==> src/design/obss_pkg.sv <==
// ----------------------------------------------------------------------------
// obss_pkg: shared types and codes for the oriented block scan stepper
// Request/response payloads, configuration bundle, position state and codes.
// ----------------------------------------------------------------------------
package obss_pkg;

   localparam int unsigned COORD_W   = 16;
   localparam int unsigned BLOCK_W   = 9;
   localparam int unsigned MODE_W    = 3;
   localparam int unsigned CSR_IDX_W = 3;
   localparam int unsigned CSR_DAT_W = 16;
   // full precision for sums and compares
   localparam int unsigned CALC_W    = 18;

   typedef enum logic [1:0] {
      OP_MOVE_FIRST = 2'd0,
      OP_MOVE_NEXT  = 2'd1,
      OP_SET_END    = 2'd2
   } op_type;

   typedef enum logic [MODE_W-1:0] {
      ORIENT_NORMAL      = 3'd0,
      ORIENT_ROT90       = 3'd1,
      ORIENT_HFLIP       = 3'd2,
      ORIENT_VFLIP       = 3'd3,
      ORIENT_ROT180      = 3'd4,
      ORIENT_ROT270      = 3'd5,
      ORIENT_HFLIP_ROT90 = 3'd6,
      ORIENT_VFLIP_ROT90 = 3'd7
   } orient_type;

   typedef enum logic [CSR_IDX_W-1:0] {
      CSR_FRAME_LEFT       = 3'd0,
      CSR_FRAME_TOP        = 3'd1,
      CSR_FRAME_RIGHT      = 3'd2,
      CSR_FRAME_BOTTOM     = 3'd3,
      CSR_BLOCK_WIDTH      = 3'd4,
      CSR_BLOCK_HEIGHT     = 3'd5,
      CSR_ORIENTATION_MODE = 3'd6
   } csr_idx_type;

   localparam logic [BLOCK_W-1:0] BLOCK_W_RESET = 9'd8;
   localparam logic [BLOCK_W-1:0] BLOCK_H_RESET = 9'd8;

   typedef struct packed {
      logic [1:0] opcode;
      logic       end_value;
   } req_type;

   typedef struct packed {
      logic signed [COORD_W-1:0] pos_x;
      logic signed [COORD_W-1:0] pos_y;
      logic                      end_of_image;
   } rsp_type;

   typedef struct packed {
      logic signed [COORD_W-1:0] frame_left;
      logic signed [COORD_W-1:0] frame_top;
      logic signed [COORD_W-1:0] frame_right;
      logic signed [COORD_W-1:0] frame_bottom;
      logic [BLOCK_W-1:0]        block_width;
      logic [BLOCK_W-1:0]        block_height;
      logic [MODE_W-1:0]         orientation_mode;
   } cfg_type;

   typedef struct packed {
      logic signed [COORD_W-1:0] cur_x;
      logic signed [COORD_W-1:0] cur_y;
      logic                      end_flag;
   } pos_type;

endpackage

==> src/design/obss_step.sv <==
// ----------------------------------------------------------------------------
// obss_step: next-position logic
// Computes the position and end flag that one request leaves behind.
// ----------------------------------------------------------------------------
module obss_step (
   input  obss_pkg::cfg_type cfg,
   input  obss_pkg::pos_type cur,
   input  obss_pkg::req_type req,
   output obss_pkg::pos_type nxt
);
   import obss_pkg::*;

   logic signed [CALC_W-1:0] l, t, r, b, bw, bh, x, y;
   logic signed [CALC_W-1:0] x_pbw, x_mbw, y_pbh, y_mbh, y_p2bh, r_mbw, b_mbh;
   logic signed [CALC_W-1:0] first_x, first_y, step_x, step_y;
   logic                     fin;

   assign l  = CALC_W'(cfg.frame_left);
   assign t  = CALC_W'(cfg.frame_top);
   assign r  = CALC_W'(cfg.frame_right);
   assign b  = CALC_W'(cfg.frame_bottom);
   assign bw = $signed({{(CALC_W-BLOCK_W){1'b0}}, cfg.block_width});
   assign bh = $signed({{(CALC_W-BLOCK_W){1'b0}}, cfg.block_height});
   assign x  = CALC_W'(cur.cur_x);
   assign y  = CALC_W'(cur.cur_y);

   assign x_pbw  = x + bw;
   assign x_mbw  = x - bw;
   assign y_pbh  = y + bh;
   assign y_mbh  = y - bh;
   assign y_p2bh = y_pbh + bh;
   assign r_mbw  = r - bw;
   assign b_mbh  = b - bh;

   // start corner
   always_comb begin
      case (cfg.orientation_mode)
         ORIENT_ROT90, ORIENT_HFLIP: begin
            first_x = l;
            first_y = b_mbh;
         end
         ORIENT_VFLIP, ORIENT_ROT270: begin
            first_x = r_mbw;
            first_y = t;
         end
         ORIENT_ROT180, ORIENT_HFLIP_ROT90: begin
            first_x = r_mbw;
            first_y = b_mbh;
         end
         default: begin
            first_x = l;
            first_y = t;
         end
      endcase
   end

   // one step, wrap to next row or column, or flag the end
   always_comb begin
      step_x = x;
      step_y = y;
      fin    = 1'b0;
      case (cfg.orientation_mode)
         ORIENT_NORMAL: begin
            step_x = x_pbw;
            if (x_pbw >= r) begin
               if (y_pbh >= b) begin
                  fin = 1'b1;
               end else begin
                  step_x = l;
                  step_y = y_pbh;
               end
            end
         end
         ORIENT_ROT90: begin
            step_y = y_mbh;
            if (y_mbh < t) begin
               if (x_pbw >= r) begin
                  fin = 1'b1;
               end else begin
                  step_y = b_mbh;
                  step_x = x_pbw;
               end
            end
         end
         ORIENT_HFLIP: begin
            step_x = x_pbw;
            if (x_pbw >= r) begin
               if (y <= t) begin
                  fin = 1'b1;
               end else begin
                  step_x = l;
                  step_y = y_mbh;
               end
            end
         end
         ORIENT_VFLIP: begin
            step_x = x_mbw;
            if (x_mbw < l) begin
               if (y_pbh >= b) begin
                  fin = 1'b1;
               end else begin
                  step_x = r_mbw;
                  step_y = y_pbh;
               end
            end
         end
         ORIENT_ROT180: begin
            step_x = x_mbw;
            if (x_mbw < l) begin
               if (y_mbh < t) begin
                  fin = 1'b1;
               end else begin
                  step_x = r_mbw;
                  step_y = y_mbh;
               end
            end
         end
         ORIENT_ROT270: begin
            step_y = y_pbh;
            if (y_p2bh > b) begin
               if (x <= l) begin
                  fin = 1'b1;
               end else begin
                  step_y = t;
                  step_x = x_mbw;
               end
            end
         end
         ORIENT_HFLIP_ROT90: begin
            step_y = y_mbh;
            if (y_mbh < t) begin
               if (x_mbw < l) begin
                  fin = 1'b1;
               end else begin
                  step_y = b_mbh;
                  step_x = x_mbw;
               end
            end
         end
         default: begin
            step_y = y_pbh;
            if (y_p2bh > b) begin
               if (x_pbw >= r) begin
                  fin = 1'b1;
               end else begin
                  step_y = t;
                  step_x = x_pbw;
               end
            end
         end
      endcase
   end

   always_comb begin
      nxt = cur;
      case (req.opcode)
         OP_MOVE_FIRST: begin
            nxt.cur_x = first_x[COORD_W-1:0];
            nxt.cur_y = first_y[COORD_W-1:0];
         end
         OP_MOVE_NEXT: begin
            nxt.cur_x    = step_x[COORD_W-1:0];
            nxt.cur_y    = step_y[COORD_W-1:0];
            nxt.end_flag = cur.end_flag | fin;
         end
         OP_SET_END: begin
            nxt.end_flag = req.end_value;
         end
         default: begin
            nxt = cur;
         end
      endcase
   end

endmodule

==> src/design/obss_rsp_skid.sv <==
// ----------------------------------------------------------------------------
// obss_rsp_skid: response output register with skid stage
// Holds one response at the port and one more behind it.
// ----------------------------------------------------------------------------
module obss_rsp_skid (
   input  logic              clock,
   input  logic              reset,
   input  logic              in_valid,
   output logic              in_ready,
   input  obss_pkg::rsp_type in_payload,
   output logic              rsp_valid,
   input  logic              rsp_ready,
   output obss_pkg::rsp_type rsp_payload
);
   import obss_pkg::*;

   logic    out_valid_ff, out_valid_in;
   logic    skid_valid_ff, skid_valid_in;
   rsp_type out_data_ff, out_data_in;
   rsp_type skid_data_ff, skid_data_in;
   logic    in_xfer, out_xfer;

   assign in_ready    = !skid_valid_ff;
   assign in_xfer     = in_valid && in_ready;
   assign out_xfer    = out_valid_ff && rsp_ready;
   assign rsp_valid   = out_valid_ff;
   assign rsp_payload = out_data_ff;

   always_comb begin
      out_valid_in  = out_valid_ff;
      out_data_in   = out_data_ff;
      skid_valid_in = skid_valid_ff;
      skid_data_in  = skid_data_ff;
      if (skid_valid_ff) begin
         // drain the skid stage into the port
         if (out_xfer) begin
            out_data_in   = skid_data_ff;
            skid_valid_in = 1'b0;
         end
      end else if (in_xfer) begin
         if (!out_valid_ff || out_xfer) begin
            out_valid_in = 1'b1;
            out_data_in  = in_payload;
         end else begin
            skid_valid_in = 1'b1;
            skid_data_in  = in_payload;
         end
      end else if (out_xfer) begin
         out_valid_in = 1'b0;
      end
   end

   always_ff @(posedge clock) begin
      if (reset) begin
         out_valid_ff  <= 1'b0;
         skid_valid_ff <= 1'b0;
      end else begin
         out_valid_ff  <= out_valid_in;
         skid_valid_ff <= skid_valid_in;
      end
      out_data_ff  <= out_data_in;
      skid_data_ff <= skid_data_in;
   end

`ifndef ASSERT_OFF
   a_skid_behind_out: assert property (@(posedge clock) disable iff (reset)
      skid_valid_ff |-> out_valid_ff)
      else $error("skid stage holds data while output register is empty");

   a_skid_fills_on_stall: assert property (@(posedge clock) disable iff (reset)
      in_xfer && out_valid_ff && !rsp_ready |=> skid_valid_ff)
      else $error("transfer during stall not captured in skid stage");

   a_out_held_on_stall: assert property (@(posedge clock) disable iff (reset)
      rsp_valid && !rsp_ready |=> rsp_valid && $stable(rsp_payload))
      else $error("response changed while stalled");
`endif

endmodule

==> src/design/oriented_block_scan_stepper_unit.sv <==
// ----------------------------------------------------------------------------
// oriented_block_scan_stepper_unit: block position walker, eight orientations
// Steps block positions across a frame rectangle in the selected orientation.
// ----------------------------------------------------------------------------
//   channel   ports                                       direction
//   req       req_valid, req_ready, req_payload           in  (opcode, end_value)
//   rsp       rsp_valid, rsp_ready, rsp_payload           out (pos_x, pos_y, end)
//   csr       csr_write_en, csr_index, csr_wdata          in  (write only)
//
// One request per cycle while req_ready is high; each response is registered
// in the output stage. The position registers update at each request transfer
// from one add, compare and select stage, so throughput is one item per clock
// while req_ready is high. A two-entry output stage keeps accepting while the
// response side stalls; req_ready drops only when both entries are full.
// Reset clears position and end flag and loads register defaults.
// ----------------------------------------------------------------------------
module oriented_block_scan_stepper_unit (
   input  logic                                 clock,
   input  logic                                 reset,
   input  logic                                 req_valid,
   output logic                                 req_ready,
   input  obss_pkg::req_type                    req_payload,
   output logic                                 rsp_valid,
   input  logic                                 rsp_ready,
   output obss_pkg::rsp_type                    rsp_payload,
   input  logic                                 csr_write_en,
   input  logic [obss_pkg::CSR_IDX_W-1:0]       csr_index,
   input  logic [obss_pkg::CSR_DAT_W-1:0]       csr_wdata
);
   import obss_pkg::*;

   cfg_type cfg_ff, cfg_in;
   pos_type pos_ff, pos_in, pos_step;
   rsp_type rsp_new;
   logic    req_xfer;
   logic    end_clear;

   assign req_xfer = req_valid && req_ready;

   obss_step u_step (
      .cfg (cfg_ff),
      .cur (pos_ff),
      .req (req_payload),
      .nxt (pos_step)
   );

   always_comb begin
      cfg_in    = cfg_ff;
      end_clear = 1'b0;
      if (csr_write_en) begin
         case (csr_index)
            CSR_FRAME_LEFT: begin
               cfg_in.frame_left = csr_wdata;
               end_clear         = 1'b1;
            end
            CSR_FRAME_TOP: begin
               cfg_in.frame_top = csr_wdata;
               end_clear        = 1'b1;
            end
            CSR_FRAME_RIGHT: begin
               cfg_in.frame_right = csr_wdata;
               end_clear          = 1'b1;
            end
            CSR_FRAME_BOTTOM: begin
               cfg_in.frame_bottom = csr_wdata;
               end_clear           = 1'b1;
            end
            CSR_BLOCK_WIDTH: begin
               cfg_in.block_width = csr_wdata[BLOCK_W-1:0];
               end_clear          = 1'b1;
            end
            CSR_BLOCK_HEIGHT: begin
               cfg_in.block_height = csr_wdata[BLOCK_W-1:0];
               end_clear           = 1'b1;
            end
            CSR_ORIENTATION_MODE: begin
               cfg_in.orientation_mode = csr_wdata[MODE_W-1:0];
            end
            default: begin
               cfg_in = cfg_ff;
            end
         endcase
      end
   end

   always_comb begin
      pos_in = pos_ff;
      if (req_xfer) begin
         pos_in = pos_step;
      end else if (end_clear) begin
         pos_in.end_flag = 1'b0;
      end
   end

   always_ff @(posedge clock) begin
      if (reset) begin
         cfg_ff.frame_left       <= '0;
         cfg_ff.frame_top        <= '0;
         cfg_ff.frame_right      <= '0;
         cfg_ff.frame_bottom     <= '0;
         cfg_ff.block_width      <= BLOCK_W_RESET;
         cfg_ff.block_height     <= BLOCK_H_RESET;
         cfg_ff.orientation_mode <= ORIENT_NORMAL;
         pos_ff                  <= '0;
      end else begin
         cfg_ff <= cfg_in;
         pos_ff <= pos_in;
      end
   end

   assign rsp_new.pos_x        = pos_step.cur_x;
   assign rsp_new.pos_y        = pos_step.cur_y;
   assign rsp_new.end_of_image = pos_step.end_flag;

   obss_rsp_skid u_rsp (
      .clock       (clock),
      .reset       (reset),
      .in_valid    (req_valid),
      .in_ready    (req_ready),
      .in_payload  (rsp_new),
      .rsp_valid   (rsp_valid),
      .rsp_ready   (rsp_ready),
      .rsp_payload (rsp_payload)
   );

`ifndef ASSERT_OFF
   a_set_end_lands: assert property (@(posedge clock) disable iff (reset)
      req_xfer && req_payload.opcode == OP_SET_END
      |=> pos_ff.end_flag == $past(req_payload.end_value))
      else $error("end flag write not taken");

   a_csr_clears_end: assert property (@(posedge clock) disable iff (reset)
      !req_xfer && end_clear |=> !pos_ff.end_flag)
      else $error("dimension write did not clear end flag");

   a_ready_when_idle: assert property (@(posedge clock) disable iff (reset)
      !rsp_valid |-> req_ready)
      else $error("request blocked with the output stage empty");
`endif

endmodule

==> config.mk <==
export PLATFORM = sky130hd
export DESIGN_NAME = oriented_block_scan_stepper_unit
export DESIGN_NICKNAME = d
export VERILOG_FILES = /design/src/design/obss_pkg.sv /design/src/design/obss_step.sv /design/src/design/obss_rsp_skid.sv /design/src/design/oriented_block_scan_stepper_unit.sv
export SDC_FILE = /design/constraint.sdc
export NUM_CORES = 1
export LEC_CHECK = 0
export BUFFER_PORTS_ARGS = -buffer_cell sky130_fd_sc_hd__buf_2
export CAP_MARGIN = 30
export CORE_MARGIN = 4
export CORE_UTILIZATION = 30
export CTS_CLUSTER_SIZE = 16
export DETAILED_ROUTE_END_ITERATION = 16
export PLACE_DENSITY = 0.53
export RECOVER_POWER = 50
export SETUP_SLACK_MARGIN = 0.2
export SLEW_MARGIN = 20
export SYNTH_ARGS = -nofsm -noshare
export SYNTH_HDL_FRONTEND = slang
export SYNTH_SLANG_ARGS = --single-unit
==> constraint.sdc <==
create_clock -name clock -period 10.35 [get_ports clock]
set_clock_uncertainty 0.05 [all_clocks]
set_input_delay 1.035 -clock clock [delete_from_list [all_inputs] [get_ports clock]]
set_output_delay 1.035 -clock clock [all_outputs]
set_load 0.02 [all_outputs]
==> results of run 1 <==
power groups by stage:
stage / sequential (mW) / clock (mW) / combinational (mW)
after floorplan: 0.853 / 0 / 0.601
after CTS: 0.845 / 0.705 / 0.900
final: 0.847 / 0.686 / 0.916
after detailed placement: 0.861 / 0 / 0.896
after global placement: 0.862 / 0 / 0.885
after global routing: 0.851 / 0.731 / 0.992
layer usage:
metal	GRT usage	share of wire	routed length [microns]
met1	0.305	0.47	29900
met2	0.315	0.42	26700
met3	0.0452	0.086	5490
met4	0.0750	0.029	1850
met5	0	0.00020	13
cells by family after synthesis:
group	count (synthesis)
and+or+nand+nor	647
adders and majority gates	191
buffers and inverters	235
AOI/OAI and AO/OA	650
xor gates and xnor gates	99
muxes	45
DFF	186
stage by stage:
step / power, mW / instance area (sq um)
global placement: 1.75 / 17400
floorplan: 1.45 / 16400
global route: 2.57 / 18000
CTS: 2.45 / 18100
finish: 2.45 / 18000
detailed placement: 1.76 / 17500
area by class of cell:
class / instances / area share
Sequential cell: 186 / 0.243
Clock buffer: 20 / 0.0242
Clock inverter: 12 / 0.00909
Tap cell: 696 / 0.0483
Antenna cell: 3 / 0.000416
Timing Repair Buffer: 86 / 0.0250
Multi-Input combinational cell: 1632 / 0.621
Inverter: 140 / 0.0291
placed cells by master (no fill, tap or decap), types with 10 or more instances in the layout:
| cell type | instances |
|---|---|
| nand2_1 | 307 |
| a21oi_1 | 200 |
| ha_1 | 184 |
| inv_1 | 139 |
| o21ai_0 | 127 |
| nor2_1 | 120 |
| dfxtp_1 | 120 |
| xnor2_1 | 66 |
| edfxtp_1 | 66 |
| clkbuf_1 | 42 |
| xor2_1 | 31 |
| nand2b_1 | 29 |
| nor3_1 | 28 |
| mux2_2 | 28 |
| nand3_1 | 26 |
| nand4_1 | 26 |
| a211oi_1 | 26 |
| a31oi_1 | 26 |
| o21a_1 | 24 |
| buf_2 | 24 |
| nor2b_1 | 23 |
| a21boi_0 | 20 |
| buf_4 | 20 |
| a21o_1 | 17 |
| a221o_1 | 17 |
| a221oi_1 | 17 |
| mux2i_1 | 17 |
| clkbuf_16 | 17 |
| o211ai_1 | 15 |
| or2_2 | 14 |
| and3_1 | 14 |
| and2_1 | 12 |
| o211a_1 | 11 |
| o21bai_1 | 11 |
| o31ai_1 | 10 |
critical path, delay by kind of cell, from the launching register on:
kind,cells,cell delay (ns)
AOI/OAI and AO/OA,13,2.69
xor gates and xnor gates,2,0.54
adders and majority gates,3,0.95
buffers and inverters,1,0.19
DFF,1,0.39
muxes,2,0.78
and+or+nand+nor,6,1.77
final timing paths:
| path | end | slack, ns |
|---|---|---|
| setup / recovery | u_rsp.rsp_payload[13] | 2.70 |
| hold / removal | cfg_ff[36] | 0.41 |
| setup reg to reg | u_rsp.rsp_payload[13] | 2.70 |
| hold reg to reg | cfg_ff[36] | 0.41 |
state kept, by name, indices dropped and copies added (netlist names):
| name | flops |
|---|---|
| u_rsp.skid_data_ff | 33 |
| cfg_ff | 85 |
| u_rsp.rsp_payload | 33 |
| pos_ff | 33 |
| u_rsp.rsp_valid | 1 |
| u_rsp.skid_valid_ff | 1 |
==> flow_summary.json, run 1 <==
{
  "status": "complete, but fails checks",
  "violations": "max-capacitance violations, max-slew violations",
  "min-delay-start": "cfg_ff[36]",
  "cts_root_buffer": "clkbuf_16",
  "synth_seq_area_share": 0.267,
  "combPwrFrac": 0.374,
  "ctsLongestPathBuffers": 2,
  "ys_types": 97,
  "hold_viol": 0,
  "worstSkewPairLatency_ns": 0.46,
  "p_switching_uw": 954,
  "wl_per_cell_microns": 23.0,
  "cpPeakStageDelay_ns": 0.86,
  "synthTopCellsByArea": "dfxtp_1 15%, ha_1 14%, edfxtp_1 12%",
  "post_cts_buffers": 0,
  "cts_sinks": 186,
  "reg2reg_depth": 27,
  "min_path_type": "flop to flop",
  "first_global_vias": 15253,
  "cts.htree.levels": 4,
  "grt_overflow_total": 0,
  "yosys_warnings": 0,
  "cp_slowest_cell": "nand2_1",
  "area_growth_pct": 9.71,
  "worstPathArrival_ns": 7.80,
  "critPathLaunch": "cfg_ff[4]",
  "row_count": 85,
  "synthFlopType": "dfxtp_1",
  "drt-pass1-iter-count": 6,
  "max-vdd-ir-drop_uv": 104,
  "hold_slack_ns": 0.412,
  "yosys.area_share.simple": 0.182,
  "cts_buffers": 17,
  "synth_compound_area_frac": 0.266,
  "switching_share": 0.390,
  "postSynthCellCount": 2053,
  "synth_area_per_cell_sq_um": 8.01,
  "end_kind": "flop",
  "synthTopCellsByCount": "307 x nand2_1, 201 x a21oi_1, 184 x ha_1",
  "r2r-start": "cfg_ff[4]",
  "grt_max_degree": 70,
  "fin_crit_ns": 7.65,
  "antenna_found_initial": 4,
  "worstPathRequired_ns": 10.50,
  "start_kind": "flop",
  "layout.nets": 2281,
  "max_slew.worst_pin.slew_ns": 2.15,
  "synth.area.mux_share": 0.0295,
  "drv_slew": 72,
  "path_common_cell": "o21ai_0",
  "hold_depth": 2,
  "rsz0062_at_grt": "no",
  "setup_ws_ns": 2.70,
  "drt-initial-drc-count": 1614,
  "io_buffers": 61,
  "initial_core_util": 0.304,
  "chipWidth_microns": 242,
  "ant_nets": 0,
  "top_level_ports": 62,
  "grt_pass1_wl_mm": 96.0,
  "dp_hpwl_mm": 50.1,
  "ff_latch_area_sq_mm": 0.00438,
  "n_fill_cell": 5714,
  "maxCapViolCount": 2,
  "synthAdderAreaFrac": 0.149,
  "fin_cells": 2775,
  "slew_headroom": -0.431,
  "worstPathMaxFanout": 18,
  "via_per_inst": 5.68,
  "synth_seq_cells": 186,
  "utilization": 0.334,
  "post-place-ws_ns": 2.89,
  "async_reset_ff_frac": 0,
  "coreArea_sq_mm": 0.0540,
  "cts_resized": 0,
  "power.internal_mw": 1.50,
  "die_h_microns": 242,
  "synth_edf_count": 66,
  "finalCritPeriodShare": 0.739,
  "yosys.area.top_type": "dfxtp_1",
  "cts.clk_slew.worst_paths_ns": 0.07,
  "cts_tree": "yes",
  "drt-total-wl_mm": 63.9,
  "routabilityCongestion": 0.973,
  "synth.most_common_cell": "nand2_1",
  "die_area_sq_mm": 0.0586,
  "synth_xor_area_frac": 0.0527,
  "clock_power_share": 0.280,
  "seq_power_share": 0.346,
  "synth_area_sq_mm": 0.0164,
  "track_usage": 0.213,
  "tns_ns": 0,
  "holdBufCountCts": 0,
  "multiInputGateArea_sq_mm": 0.0112,
  "p_leak_nw": 6.95,
  "synth_top_family_by_area": "compound AO/OA/AOI/OAI gates",
  "drc": 0,
  "syn_nets": 2271,
  "pwr_density_cell_mw_per_mm2": 136,
  "clock.fmax_mhz": 131,
  "synth_top_cell_area_share": 0.146,
  "vias": 15770,
  "crit_type": "flop to flop",
  "finalSetupViolations": 0,
  "place_inst": 2739,
  "layout-drive-gt1-share": 0.0795
}
Note: power is estimated with default switching activity, not from simulation.
==> run 2, diff against run 1 <==
==> constraint.sdc (replaced) <==
create_clock -name clock -period 7.7 [get_ports clock]
set_clock_uncertainty 0.05 [all_clocks]
set_input_delay 0.77 -clock clock [delete_from_list [all_inputs] [get_ports clock]]
set_output_delay 0.77 -clock clock [all_outputs]
set_load 0.02 [all_outputs]
==> flow_summary.json, run 2 (synthesis results as in run 1) <==
{
  "fin_crit_ns": 6.97,
  "antenna_found_initial": 0,
  "drc": 0,
  "hold_viol": 0,
  "critPathLaunch": "cfg_ff[3]",
  "start_kind": "flop",
  "max-vdd-ir-drop_uv": 161,
  "post-place-ws_ns": 0.557,
  "layout.cells.most_common": "nand2_1",
  "grt_overflow_total": 0,
  "rsz0062_at_grt": "no",
  "dr.max_layer_used": "met4",
  "post_cts_buffers": 0,
  "slew_headroom": -1.29,
  "die_h_microns": 242,
  "drt-initial-drc-count": 1683,
  "first_global_vias": 15015,
  "initial_core_util": 0.304,
  "worstPathMaxFanout": 10,
  "worstPathArrival_ns": 7.13,
  "dp_hpwl_mm": 50.3,
  "wl_met3_mm": 5.83,
  "wl_met1_mm": 29.8,
  "layout.nets": 2296,
  "cts.htree.levels": 4,
  "routabilityCongestion": 0.949,
  "min-delay-start": "cfg_ff[36]",
  "cpPeakStageDelay_ns": 0.59,
  "min_path_type": "flop to flop",
  "ant_nets": 0,
  "drv_slew": 199,
  "hold_slack_ns": 0.410,
  "top_register": "cfg_ff",
  "setup_ws_ns": 0.731,
  "worstSkewPairLatency_ns": 0.47,
  "end_kind": "flop",
  "io_buffers": 61,
  "cts.clk_slew.worst_paths_ns": 0.07,
  "vias": 15896,
  "coreArea_sq_mm": 0.0540,
  "n_antenna_cell": 0,
  "cts_sinks": 186,
  "cts_buffers": 17,
  "maxCapViolCount": 5,
  "area_growth_pct": 10.3,
  "finalCritPeriodShare": 0.905,
  "pwr_density_cell_mw_per_mm2": 181,
  "top_level_ports": 62,
  "drt-total-wl_mm": 63.5,
  "row_count": 85,
  "ctsLongestPathBuffers": 2,
  "track_usage": 0.210,
  "max_slew.worst_pin.slew_ns": 3.44,
  "chipWidth_microns": 242,
  "routed-wl-met2_mm": 25.9,
  "grt_max_degree": 65,
  "worstPathRequired_ns": 7.86,
  "cp_slowest_cell": "xor2_1",
  "grt_pass1_wl_mm": 95.1,
  "clock.fmax_mhz": 143,
  "die_area_sq_mm": 0.0586,
  "crit_type": "flop to flop",
  "violations": "max-capacitance violations, max-slew violations",
  "via_per_inst": 5.70,
  "cts_root_buffer": "clkbuf_16",
  "final_cell_mix": "306 x nand2_1, 200 x a21oi_1, 184 x ha_1, 139 x inv_1, 126 x o21ai_0",
  "finalSetupViolations": 0,
  "cts_tree": "yes",
  "drt-pass1-iter-count": 6,
  "r2r-start": "cfg_ff[3]",
  "tns_ns": 0,
  "wl_per_cell_microns": 22.8,
  "layout-drive-gt1-share": 0.0870,
  "status": "complete, but fails checks",
  "p_leak_nw": 7.04,
  "largest_reg_flops": 85,
  "utilization": 0.336
}
## run 2: worst paths after layout
check / to / slack, ns / cells past startpoint
min reg2reg: cfg_ff[36] / 0.41 / 2
min: cfg_ff[36] / 0.41 / 2
max: u_rsp.rsp_payload[9] / 0.73 / 27
max reg2reg: u_rsp.rsp_payload[9] / 0.73 / 27
## run 2: area by class of cell
| class | instances | area [sq um] |
|---|---|---|
| timing repair buffer | 101 | 554 |
| inverter | 140 | 526 |
| clock buffer | 24 | 503 |
| sequential | 186 | 4380 |
| clock inverter | 8 | 82.6 |
| multi-input combinational | 1632 | 11200 |
| fill | 5675 | 35900 |
| tap | 696 | 871 |
## run 2: worst max-delay path, delay by kind of cell (launching register included)
family	cells	cell delay (ns)
AO/OA/AOI/OAI	12	2.58
adder cells (fa/ha/maj)	4	1.24
AND/OR/NAND/NOR	6	1.12
XOR/XNOR	2	0.70
flip-flops	1	0.44
buffers and inverters	2	0.29
multiplexers	1	0.29
## run 2: metrics by stage
| step | instance area, sq um | power (mW) | instances |
|---|---|---|---|
| after global placement | 17500 | 2.36 | 2750 |
| after CTS | 18200 | 3.28 | 2787 |
| after floorplan | 16400 | 1.95 | 2053 |
| after global routing | 18100 | 3.45 | 2787 |
| final | 18100 | 3.29 | 2787 |
| after detailed placement | 17600 | 2.38 | 2755 |
## run 2: per-layer routing
metal  up-vias  global-route usage
met3       104              0.0462
met5         -            0.000817
met4         0              0.0715
met1      7550               0.305
met2       745               0.307
li1       7497                   -
## run 2: repair_timing
item / in CTS / in global routing
hold buffers: 0 / 0
setup endpoints to repair: 0 / 57
gates resized for setup: 0 / 5
## run 2: report_power, final
part	leakage (nW)	switching (mW)	internal, mW
sequential	1.62	0.0619	1.07
clock	0.288	0.404	0.494
combinational	5.13	0.817	0.436
==> run 3, diff against run 2 <==
==> constraint.sdc (replaced) <==
create_clock -name clock -period 9.1 [get_ports clock]
set_clock_uncertainty 0.05 [all_clocks]
set_input_delay 0.91 -clock clock [delete_from_list [all_inputs] [get_ports clock]]
set_output_delay 0.91 -clock clock [all_outputs]
set_load 0.02 [all_outputs]
==> flow_summary.json, run 3 (synthesis results as in run 1) <==
{
  "track_usage": 0.208,
  "area_growth_pct": 9.25,
  "cts_root_buffer": "clkbuf_16",
  "cts_tree": "yes",
  "coreArea_sq_mm": 0.0540,
  "end_kind": "flop",
  "min_path_type": "flop to flop",
  "finalSetupViolations": 0,
  "cts_buffers": 17,
  "die_h_microns": 242,
  "p_leak_nw": 6.92,
  "worstPathRequired_ns": 9.27,
  "rsz0062_at_grt": "no",
  "cp-endpoint": "u_rsp.rsp_payload[9]",
  "finalCritPeriodShare": 0.836,
  "largest_reg_flops": 85,
  "grt_use_met3": 0.0391,
  "status": "complete, but fails checks",
  "routabilityCongestion": 0.935,
  "drt-initial-drc-count": 1567,
  "via_per_inst": 5.67,
  "grt_max_degree": 63,
  "cts.clk_slew.worst_paths_ns": 0.07,
  "ant_nets": 0,
  "cts.htree.levels": 4,
  "cts_resized": 0,
  "hold_viol": 0,
  "drv_slew": 199,
  "fin_crit_ns": 7.61,
  "initial_core_util": 0.304,
  "worstPathMaxFanout": 13,
  "clock.fmax_mhz": 131,
  "cts_sinks": 186,
  "chipWidth_microns": 242,
  "grt-busiest-layer": "met1",
  "drt-total-wl_mm": 62.9,
  "hold_slack_ns": 0.414,
  "n_fill_cell": 5734,
  "crit_type": "flop to flop",
  "drc": 0,
  "grt_pass1_wl_mm": 93.9,
  "worstPathArrival_ns": 7.78,
  "final_cell_mix": "307 x nand2_1, 200 x a21oi_1, 184 x ha_1, 139 x inv_1, 127 x o21ai_0",
  "tns_ns": 0,
  "postPlaceCellArea_sq_mm": 0.0175,
  "multiInputGateArea_sq_mm": 0.0112,
  "vias": 15712,
  "start_kind": "flop",
  "top_register": "cfg_ff",
  "worstSkewPairLatency_ns": 0.47,
  "die_area_sq_mm": 0.0586,
  "slew_headroom": -1.23,
  "holdBufCountCts": 0,
  "r2r_end": "u_rsp.rsp_payload[9]",
  "met2_usage": 0.303,
  "antenna_found_initial": 1,
  "layout.cells.most_common": "nand2_1",
  "top_level_ports": 62,
  "drt-pass1-iter-count": 5,
  "ff_latch_area_sq_mm": 0.00438,
  "row_count": 85,
  "hold_depth": 2,
  "first_global_vias": 14760,
  "r2r_slack_ns": 1.49,
  "grt_overflow_total": 0,
  "r2r-start": "cfg_ff[4]",
  "max-vdd-ir-drop_uv": 133,
  "io_buffers": 61,
  "layout-drive-gt1-share": 0.0796,
  "maxCapViolCount": 5,
  "fin_area_sq_mm": 0.0180,
  "dp_hpwl_mm": 49.9,
  "reg2reg_depth": 26,
  "layout.nets": 2279,
  "critPathLaunch": "cfg_ff[4]",
  "violations": "max-capacitance violations, max-slew violations",
  "wl_per_cell_microns": 22.7,
  "ctsLongestPathBuffers": 2,
  "pwr_density_cell_mw_per_mm2": 152,
  "post_cts_buffers": 0,
  "p_total_mw": 2.72,
  "gr-usage-met1": 0.307,
  "utilization": 0.332,
  "max_slew.worst_pin.slew_ns": 3.35
}
[run 3: worst min-delay path by stage]
| stage | start | end | slack [ns] |
|---|---|---|---|
| final | cfg_ff[36] | cfg_ff[36] | 0.41 |
| after global routing | cfg_ff[36] | cfg_ff[36] | 0.43 |
| after CTS | cfg_ff[32] | cfg_ff[32] | 0.42 |
| after detailed placement | cfg_ff[32] | cfg_ff[32] | 0.40 |
| after global placement | cfg_ff[36] | cfg_ff[36] | 0.40 |
| after floorplan | cfg_ff[32] | cfg_ff[32] | 0.39 |
[run 3: worst max-delay path, stage by stage (launching register included)]
cell      delay (ns)
dfxtp_1         0.38
inv_1           0.19
ha_1            0.35
nand2b_1        0.14
a21oi_1         0.24
nor2_1          0.09
xnor2_1         0.40
ha_1            0.36
o21ai_0         0.12
a21boi_0        0.12
o21ai_0         0.24
a21boi_0        0.13
o21ai_0         0.26
a21boi_0        0.16
o21a_1          0.24
nand2_1         0.10
xnor2_1         0.07
ha_1            0.30
and4_1          0.22
nand4_1         0.12
o21ai_0         0.40
nand2_1         0.46
o21ai_1         0.84
nand2_2         0.36
a221oi_1        0.52
o21ai_0         0.19
mux2_2          0.29
[run 3: report_power, final]
group	switching (mW)	internal [mW]
sequential	0.0535	0.909
clock	0.372	0.360
combinational	0.675	0.354
[run 3: area by class of cell]
type	instances	share of cell area
antenna	1	0.000139
tap	696	0.0485
timing repair buffer	84	0.0239
clock inverter	15	0.00717
sequential	186	0.244
inverter	140	0.0293
clock buffer	17	0.0237
multi-input combinational	1632	0.623
[run 3: per-layer routing]
metal  part of all wire  up-vias  wire length [microns]
li1                   -     7480                      -
met4              0.028        0                   1740
met3              0.075       95                   4720
met1               0.49     7545                  30700
met2               0.41      592                  25700
met5                  0        -                      0
[run 3: through the flow]
stage | setup WS [ns] | instances
final | 1.49 | 2771
after global routing | 0.982 | 2770
after CTS | 1.71 | 2769
after detailed placement | 1.75 | 2737
after global placement | 1.94 | 2734
after floorplan | 3.29 | 2053
